<file path="config.mk">
export PLATFORM = sky130hd
export DESIGN_NAME = tlv_stream_walker
export DESIGN_NICKNAME = d
export VERILOG_FILES = /design/src/hdl/tlvsw_pkg.sv /design/src/hdl/tlv_stream_walker.sv
export VERILOG_INCLUDE_DIRS = /design/src /design/src/hdl
export SDC_FILE = /design/constraint.sdc
export NUM_CORES = 1
export LEC_CHECK = 0
export BUFFER_PORTS_ARGS = -buffer_cell sky130_fd_sc_hd__buf_2
export CORE_UTILIZATION = 25
export CTS_CLUSTER_DIAMETER = 80
export DETAILED_ROUTE_END_ITERATION = 16
export GPL_TIMING_DRIVEN = 1
export HOLD_SLACK_MARGIN = 0.02
export SETUP_SLACK_MARGIN = 0.4
export SKIP_LAST_GASP = 1
export SLEW_MARGIN = 20
export SYNTH_ARGS = -nofsm -noshare
export SYNTH_HDL_FRONTEND = slang
export SYNTH_SLANG_ARGS = --single-unit
</file>
<file path="constraint.sdc">
create_clock -name clock -period 7.9 [get_ports clock]
set_input_delay 0.79 -clock clock [delete_from_list [all_inputs] [get_ports clock]]
set_output_delay 0.79 -clock clock [all_outputs]
set_load 0.1 [all_outputs]
</file>
<file path="src/hdl/tlv_stream_walker_macros.svh">
// assertion helpers for the tlv stream walker
`ifndef TLV_STREAM_WALKER_MACROS_SVH
`define TLV_STREAM_WALKER_MACROS_SVH

// condition must hold at every clock edge outside reset
`define TLVSW_ASSERT_ALWAYS(label, cond) \
   label: assert property (@(posedge clock) disable iff (reset) (cond)) \
      else $error("tlv_stream_walker invariant violated");

// consequent must hold whenever antecedent holds
`define TLVSW_ASSERT_IMPLY(label, ante, cons) \
   label: assert property (@(posedge clock) disable iff (reset) (ante) |-> (cons)) \
      else $error("tlv_stream_walker implication violated");

`endif

</file>
<file path="src/hdl/tlvsw_pkg.sv">
`timescale 1ns / 1ps

package tlvsw_pkg;

   localparam int BYTE_W   = 8;
   localparam int WORD_W   = 16;
   localparam int CNT_W    = 14;
   localparam int STATUS_W = 2;
   localparam int HIDX_W   = 2;
   localparam int CSR_IDX_W = 1;

   localparam logic [CNT_W-1:0] CNT_MAX = {CNT_W{1'b1}};
   localparam logic [HIDX_W-1:0] HDR_LAST = 2'd3;

   localparam logic KIND_HEADER  = 1'b0;
   localparam logic KIND_SUMMARY = 1'b1;

   localparam logic [STATUS_W-1:0] STATUS_OK      = 2'd0;
   localparam logic [STATUS_W-1:0] STATUS_TRUNC   = 2'd1;
   localparam logic [STATUS_W-1:0] STATUS_LEN_ERR = 2'd2;

   localparam logic [CSR_IDX_W-1:0] REG_BUFFER_LENGTH = 1'b0;
   localparam logic [CSR_IDX_W-1:0] REG_MATCH_TYPE    = 1'b1;

   localparam int QUEUE_DEPTH = 4;
   localparam int QPTR_W      = 2;
   localparam int QCNT_W      = 3;

   typedef struct packed {
      logic                kind;
      logic [WORD_W-1:0]   rtype;
      logic [WORD_W-1:0]   rlen;
      logic [WORD_W-1:0]   voffset;
      logic                hit;
      logic [STATUS_W-1:0] status;
      logic [CNT_W-1:0]    records;
      logic [CNT_W-1:0]    match_total;
      logic                found;
      logic [WORD_W-1:0]   first_offset;
      logic                last;
   } result_type;

endpackage

</file>
<file path="src/hdl/tlv_stream_walker.sv">
// tlv_stream_walker: tlv record header parser, one byte per beat
// a result beat is registered into the result queue when its byte is accepted, and offered once at the head
// throughput: one byte per cycle while req_stall is low; a byte gives up to two results, which wait
//   in a four-entry result queue; req_stall rises while fewer than two are free
// reset: synchronous active high, clears walk state and queue, registers to defaults
`timescale 1ns / 1ps

`include "tlv_stream_walker_macros.svh"

module tlv_stream_walker (
   input  logic                                  clock,
   input  logic                                  reset,
   input  logic                                  req_valid,
   output logic                                  req_stall,
   input  logic [tlvsw_pkg::BYTE_W-1:0]          req_byte_value,
   output logic                                  rsp_valid,
   input  logic                                  rsp_stall,
   output logic                                  rsp_result_kind,
   output logic [tlvsw_pkg::WORD_W-1:0]          rsp_record_type,
   output logic [tlvsw_pkg::WORD_W-1:0]          rsp_record_length,
   output logic [tlvsw_pkg::WORD_W-1:0]          rsp_value_offset,
   output logic                                  rsp_type_matches,
   output logic [tlvsw_pkg::STATUS_W-1:0]        rsp_walk_status,
   output logic [tlvsw_pkg::CNT_W-1:0]           rsp_records_seen,
   output logic [tlvsw_pkg::CNT_W-1:0]           rsp_matches_seen,
   output logic                                  rsp_match_found,
   output logic [tlvsw_pkg::WORD_W-1:0]          rsp_first_match_offset,
   output logic                                  rsp_last_result,
   input  logic                                  csr_valid,
   output logic                                  csr_ready,
   input  logic [tlvsw_pkg::CSR_IDX_W-1:0]       csr_index,
   input  logic [tlvsw_pkg::WORD_W-1:0]          csr_wdata
);

   // config registers
   logic [tlvsw_pkg::WORD_W-1:0] buf_len_ff;
   logic [tlvsw_pkg::WORD_W-1:0] match_type_ff;

   // walk state
   logic [tlvsw_pkg::WORD_W-1:0] pos_ff, pos_in;
   logic [tlvsw_pkg::HIDX_W-1:0] hidx_ff, hidx_in;
   logic [23:0]                  hbits_ff, hbits_in;
   logic [tlvsw_pkg::WORD_W-1:0] vleft_ff, vleft_in;
   logic [tlvsw_pkg::CNT_W-1:0]  rec_cnt_ff, rec_cnt_in;
   logic [tlvsw_pkg::CNT_W-1:0]  match_cnt_ff, match_cnt_in;
   logic [tlvsw_pkg::WORD_W-1:0] first_pos_ff, first_pos_in;
   logic                         found_ff, found_in;
   logic                         len_err_ff, len_err_in;

   // result queue
   tlvsw_pkg::result_type        queue_ff [tlvsw_pkg::QUEUE_DEPTH];
   logic [tlvsw_pkg::QPTR_W-1:0] wr_ptr_ff, wr_ptr_in;
   logic [tlvsw_pkg::QPTR_W-1:0] rd_ptr_ff, rd_ptr_in;
   logic [tlvsw_pkg::QCNT_W-1:0] count_ff, count_in;

   logic                         in_accept;
   logic                         out_pop;
   logic [tlvsw_pkg::WORD_W-1:0] pos_next;
   logic [tlvsw_pkg::WORD_W-1:0] room;
   logic [31:0]                  hbits_full;
   logic                         is_last;
   logic                         hit;
   logic                         rpt_fire;
   logic [tlvsw_pkg::STATUS_W-1:0] status;
   logic [tlvsw_pkg::QCNT_W-1:0] push_n;
   tlvsw_pkg::result_type        rpt_res;
   tlvsw_pkg::result_type        sum_res;
   tlvsw_pkg::result_type        head;

   assign in_accept = req_valid & ~req_stall;
   assign out_pop   = rsp_valid & ~rsp_stall;
   assign req_stall = (count_ff > tlvsw_pkg::QCNT_W'(tlvsw_pkg::QUEUE_DEPTH - 2));
   assign rsp_valid = (count_ff != '0);
   assign csr_ready = 1'b1;

   // config writes
   always_ff @(posedge clock) begin
      if (reset) begin
         buf_len_ff    <= tlvsw_pkg::WORD_W'(1);
         match_type_ff <= '0;
      end else if (csr_valid && csr_ready) begin
         case (csr_index)
            tlvsw_pkg::REG_BUFFER_LENGTH: buf_len_ff    <= csr_wdata;
            tlvsw_pkg::REG_MATCH_TYPE:    match_type_ff <= csr_wdata;
            default: ;
         endcase
      end
   end

   // per-byte walk step
   always_comb begin
      pos_next   = pos_ff + tlvsw_pkg::WORD_W'(1);
      is_last    = (pos_next == buf_len_ff);
      room       = buf_len_ff - pos_next;
      hbits_full = {hbits_ff, req_byte_value};
      hit        = (hbits_full[31:16] == match_type_ff);
      rpt_fire   = 1'b0;

      pos_in       = pos_next;
      hidx_in      = hidx_ff;
      hbits_in     = hbits_ff;
      vleft_in     = vleft_ff;
      rec_cnt_in   = rec_cnt_ff;
      match_cnt_in = match_cnt_ff;
      first_pos_in = first_pos_ff;
      found_in     = found_ff;
      len_err_in   = len_err_ff;

      if (len_err_ff) begin
      end else if (vleft_ff != '0) begin
         vleft_in = vleft_ff - tlvsw_pkg::WORD_W'(1);
      end else if (hidx_ff == tlvsw_pkg::HDR_LAST) begin
         hidx_in  = '0;
         hbits_in = '0;
         if (hbits_full[15:0] > room) begin
            len_err_in = 1'b1;
         end else begin
            rpt_fire = 1'b1;
            vleft_in = hbits_full[15:0];
            if (rec_cnt_ff != tlvsw_pkg::CNT_MAX) begin
               rec_cnt_in = rec_cnt_ff + tlvsw_pkg::CNT_W'(1);
            end
            if (hit) begin
               if (match_cnt_ff != tlvsw_pkg::CNT_MAX) begin
                  match_cnt_in = match_cnt_ff + tlvsw_pkg::CNT_W'(1);
               end
               if (!found_ff) begin
                  found_in     = 1'b1;
                  first_pos_in = pos_next;
               end
            end
         end
      end else begin
         hbits_in = hbits_full[23:0];
         hidx_in  = hidx_ff + tlvsw_pkg::HIDX_W'(1);
      end

      if (len_err_in || (vleft_in != '0)) begin
         status = tlvsw_pkg::STATUS_LEN_ERR;
      end else if (hidx_in != '0) begin
         status = tlvsw_pkg::STATUS_TRUNC;
      end else begin
         status = tlvsw_pkg::STATUS_OK;
      end

      rpt_res              = '0;
      rpt_res.kind         = tlvsw_pkg::KIND_HEADER;
      rpt_res.rtype        = hbits_full[31:16];
      rpt_res.rlen         = hbits_full[15:0];
      rpt_res.voffset      = pos_next;
      rpt_res.hit          = hit;
      rpt_res.last         = ~is_last;

      sum_res              = '0;
      sum_res.kind         = tlvsw_pkg::KIND_SUMMARY;
      sum_res.status       = status;
      sum_res.records      = rec_cnt_in;
      sum_res.match_total  = match_cnt_in;
      sum_res.found        = found_in;
      sum_res.first_offset = found_in ? first_pos_in : '0;
      sum_res.last         = 1'b1;

      // end of buffer starts a fresh walk
      if (is_last) begin
         pos_in       = '0;
         hidx_in      = '0;
         hbits_in     = '0;
         vleft_in     = '0;
         rec_cnt_in   = '0;
         match_cnt_in = '0;
         first_pos_in = '0;
         found_in     = 1'b0;
         len_err_in   = 1'b0;
      end

      push_n = in_accept
         ? (tlvsw_pkg::QCNT_W'(rpt_fire) + tlvsw_pkg::QCNT_W'(is_last)) : '0;
      wr_ptr_in = wr_ptr_ff + push_n[tlvsw_pkg::QPTR_W-1:0];
      rd_ptr_in = rd_ptr_ff + tlvsw_pkg::QPTR_W'(out_pop);
      count_in  = count_ff + push_n - tlvsw_pkg::QCNT_W'(out_pop);
   end

   always_ff @(posedge clock) begin
      if (reset) begin
         pos_ff       <= '0;
         hidx_ff      <= '0;
         hbits_ff     <= '0;
         vleft_ff     <= '0;
         rec_cnt_ff   <= '0;
         match_cnt_ff <= '0;
         first_pos_ff <= '0;
         found_ff     <= 1'b0;
         len_err_ff   <= 1'b0;
      end else if (in_accept) begin
         pos_ff       <= pos_in;
         hidx_ff      <= hidx_in;
         hbits_ff     <= hbits_in;
         vleft_ff     <= vleft_in;
         rec_cnt_ff   <= rec_cnt_in;
         match_cnt_ff <= match_cnt_in;
         first_pos_ff <= first_pos_in;
         found_ff     <= found_in;
         len_err_ff   <= len_err_in;
      end
   end

   // result queue pointers
   always_ff @(posedge clock) begin
      if (reset) begin
         wr_ptr_ff <= '0;
         rd_ptr_ff <= '0;
         count_ff  <= '0;
      end else begin
         wr_ptr_ff <= wr_ptr_in;
         rd_ptr_ff <= rd_ptr_in;
         count_ff  <= count_in;
      end
   end

   // result queue payload, header report ahead of summary
   always_ff @(posedge clock) begin
      if (in_accept) begin
         if (rpt_fire) begin
            queue_ff[wr_ptr_ff] <= rpt_res;
            if (is_last) begin
               queue_ff[wr_ptr_ff + tlvsw_pkg::QPTR_W'(1)] <= sum_res;
            end
         end else if (is_last) begin
            queue_ff[wr_ptr_ff] <= sum_res;
         end
      end
   end

   assign head                   = queue_ff[rd_ptr_ff];
   assign rsp_result_kind        = head.kind;
   assign rsp_record_type        = head.rtype;
   assign rsp_record_length      = head.rlen;
   assign rsp_value_offset       = head.voffset;
   assign rsp_type_matches       = head.hit;
   assign rsp_walk_status        = head.status;
   assign rsp_records_seen       = head.records;
   assign rsp_matches_seen       = head.match_total;
   assign rsp_match_found        = head.found;
   assign rsp_first_match_offset = head.first_offset;
   assign rsp_last_result        = head.last;

   `TLVSW_ASSERT_ALWAYS(a_queue_bound, count_ff <= tlvsw_pkg::QCNT_W'(tlvsw_pkg::QUEUE_DEPTH))
   `TLVSW_ASSERT_ALWAYS(a_match_le_rec, match_cnt_ff <= rec_cnt_ff)
   `TLVSW_ASSERT_IMPLY(a_no_found_no_match, !found_ff, match_cnt_ff == '0)
   `TLVSW_ASSERT_IMPLY(a_header_gather, hidx_ff != '0, (vleft_ff == '0) && !len_err_ff)

endmodule

</file>
==> results.cfg <==
[worst_setup_path]
setup.worst_path.end_class = register
critPathArrivalTime_ps = 7380
timing.critical_path.required_ps = 8240
critPathMostFrequentCell = sky130_fd_sc_hd__nand2_1
critical_path_buf_inv_count = 5
r2r_slack_ps = 860
worstReg2RegStart = pos_ff[0]
crit_path_top_delay_cell = sky130_fd_sc_hd__fa_1
maximum_single_stage_delay_on_the_critical_path_ps = 410
critical_path.startpoint = pos_ff[0]
logic_depth_of_the_worst_register_to_register_path = 31
worstPathMaxFanout = 20
r2r-end = queue_ff[3][11]
worst_setup_path_start_kind = register
critical_path_type = reg -> reg
critical-path-top-delay-family = adder cells

[synth]
number_of_flops_mapped_to_enable_cells_by_yosys = 188
synthDistinctLibCells = 82
main_combinational_cell_family_by_area_after_synthesis = simple AND/OR/NAND/NOR gates
synth.top_cell.area_share_pct = 28.20
syn_area_per_cell_um2 = 9.621
seq_area_frac_synth_pct = 51.13
ys_warn_count = 0
syn-cell-area_mm2 = 0.02463
synth.area.top_cells = sky130_fd_sc_hd__dfxtp_1 (28%), sky130_fd_sc_hd__edfxtp_1 (23%), sky130_fd_sc_hd__mux4_2 (9.0%)
post_synth_inst_count = 2560
synthMuxAreaShare_pct = 9.246
synth_compound_area_share_pct = 11.12
synth-adder-area-share_pct = 2.225
synth_xor_xnor_area_share_pct = 3.084
synth_top_cells_by_count = sky130_fd_sc_hd__nand2_1 (420), sky130_fd_sc_hd__dfxtp_1 (347), sky130_fd_sc_hd__nor2_1 (305)
synth-seq-cells = 535
synth_simple_gate_area_share_pct = 19.43
synth_fp_nets = 2626
most_used_standard_cell_by_instance_count_after_synthesis = sky130_fd_sc_hd__nand2_1
synth_top_area_cell = sky130_fd_sc_hd__dfxtp_1
asyncSetResetFlopFracSynth_pct = 0
most_instantiated_flip_flop_cell_in_the_synthesis_netlist = sky130_fd_sc_hd__dfxtp_1

[worst_hold_path]
timing.hold.worst_path_depth = 2
holdCritPathClass = in -> reg
hp-start = csr_wdata[0]
worstHoldEndpoint = buf_len_ff[0]

[floorplan]
dieWidth_um = 315.9
design.die.area_mm2 = 0.09978
initial_utilization_pct = 25.36
floorplan.rows = 114
chipHeight_um = 315.9
io_pins = 131
core_region_area_mm2 = 0.09714

[detailed_routing]
drtIter0Drc = 1441
drt.antenna.violating_nets = 0
firstDrtPassIters = 6
detail_route.wirelength_um = 72970
vias = 19120
wl_per_cell_um = 18.65
post_dr_vias_cell = 4.887
drt_drc_violations_left = 0

[global_routing]
number_of_antenna_violations_at_the_first_check_in_global_routing = 8
global_route.usage.total_pct = 14.27
grt_remaining_overflow = 0
grt_start_max_net_pins = 102
first_global_vias = 17630
grt_pass1_wl_um = 109900

[sta]
timing.max_slew.rel_slack_pct = 23.66
fin_setup_tns_ps = 0
timing.final.crit_share_pct = 89.11
max_slew.worst_pin.slew_ps = 1144
max_clock_freq_ghz = 0.1421
report.final.slew_viol_count = 0
hold_viol_final = 0
unrepaired_setup_endpoints_after_global_routing = no
setup_viol = 0
worst_clock_skew_ps = 15.58
timing.final.crit_period_ps = 7040

[cells_and_area]
post_layout_nonfiller_instances = 3912
synthToLayoutAreaGrowth_pct = 15.25
num-nets-final = 2658
post_route_cells_drive_above_1_share_pct = 15.52
final.fill_count = 10090

[cts]
clkSlewWorstSetupHoldPaths_ps = 60
tritoncts.num_buffers = 55
clock-root-buffer = sky130_fd_sc_hd__clkbuf_16
cts_max_path_buffers = 3
clock-sinks = 535
clock_tree.htree_level_count = 2
cts_hold_buffers = 0
cts_tree = yes
insertion_delay_ps = 610

[placed_design]
gp_congestion = 0.8531
hpwlAfterDp_um = 46780
placed_cells = 3809
port-buffer-count = 129

[pwr]
worst_ir_drop_vdd_v = 0.0002484
leakagePower_nw = 9.707
power.density_mw_per_mm2 = 335.0

[run_status]
run_status = finished, final reports clean

[flow_run]
max_cap_violations = 0
==> how the worst max path moves through the flow <==
stage	to	slack [ps]	cells past startpoint
2_1_floorplan	queue_ff[1][10]	630	30
3_3_place_gp	queue_ff[3][13]	440	29
3_5_place_dp	queue_ff[3][8]	300	29
4_1_cts	queue_ff[3][46]	410	31
5_1_grt	queue_ff[3][2]	400	31
6_report	queue_ff[3][11]	860	31
==> flip-flops by register name, indices dropped and copies added (netlist names) <==
| signal | count |
|---|---|
| queue_ff | 392 |
| hbits_ff | 24 |
| buf_len_ff | 16 |
| first_pos_ff | 16 |
| match_type_ff | 16 |
| pos_ff | 16 |
| vleft_ff | 16 |
| match_cnt_ff | 14 |
| rec_cnt_ff | 14 |
| count_ff | 3 |
| hidx_ff | 2 |
| rd_ptr_ff | 2 |
| wr_ptr_ff | 2 |
| found_ff | 1 |
| len_err_ff | 1 |
==> report_power, final <==
part	switching (mW)	internal [mW]
registers	0.211	3.01
clock network	1.12	1.46
logic	2.70	1.00
total	4.03	5.48
==> metrics by stage <==
step           setup WS [ps]  power [mW]  hold slack, ps  util (%)  area (um^2)
4_1_cts                411.6       9.569           399.6     29.15        28320
3_3_place_gp           439.8       6.961           427.8     27.33        26550
2_1_floorplan          628.0       6.083           418.5         -        24640
5_1_grt                404.1       9.970           408.3     29.22        28390
6_report               860.3       9.509           430.0     29.22        28390
3_5_place_dp           295.9       6.982           437.3     27.33        26550
==> kinds of logic after synthesis <==
group / count (synthesis)
buffers and inverters: 233
adder cells (fa/ha/maj): 44
other: 1
multiplexers: 105
flip-flops: 535
XOR/XNOR: 85
AND/OR/NAND/NOR: 1081
AO/OA/AOI/OAI: 476
==> per-layer routing <==
layer / vias to the layer above / track usage (%) / wire length [um]
met4: 10 / 4.106 / 1988
met1: 9390 / 19.92 / 32760
li1: 9074 / - / -
met3: 107 / 2.683 / 4715
met2: 538 / 22.36 / 33450
met5: - / 0 / 58
==> repair_timing <==
| item | 4_1_cts | 5_1_grt |
|---|---|---|
| pin swaps | 0 | 1 |
| setup buffers | 0 | 1 |
| endpoints found under the setup margin | 17 | 458 |
| resized for setup | 2 | 9 |
| gates cloned | 0 | 1 |
==> placed cells by master, fill, tap and decap left out, drive strengths merged, types with 8 or more instances in the layout <==
cell	synthesis	final
o2bb2ai	12	12
mux4	98	98
ha	34	34
nor2b	15	15
maj3	8	8
nand4	19	19
clkinv	0	13
nand2b	12	12
inv	35	38
nand3	190	190
and3	15	15
xnor2	28	28
nor2	307	307
or3	17	17
dfxtp	347	347
and2	12	12
edfxtp	188	188
a22oi	14	14
a21oi	148	148
or2	10	11
nand2	420	420
o21ai	238	238
clkbuf	157	80
a2bb2oi	8	8
nor3	34	34
buf	41	172
xor2	57	57
nor4	11	11
==> area by class of cell <==
cell class	instances	area, um^2	area share, %
clock inverter	20	220.2	0.7758
multi-input combinational	1793	11220	39.51
inverter	35	131.4	0.4628
sequential	535	12600	44.39
antenna	1	2.502	0.008816
timing repair buffer	172	1074	3.782
clock buffer	80	1545	5.444
tap	1276	1597	5.624
(Power assumes the default switching activity.)
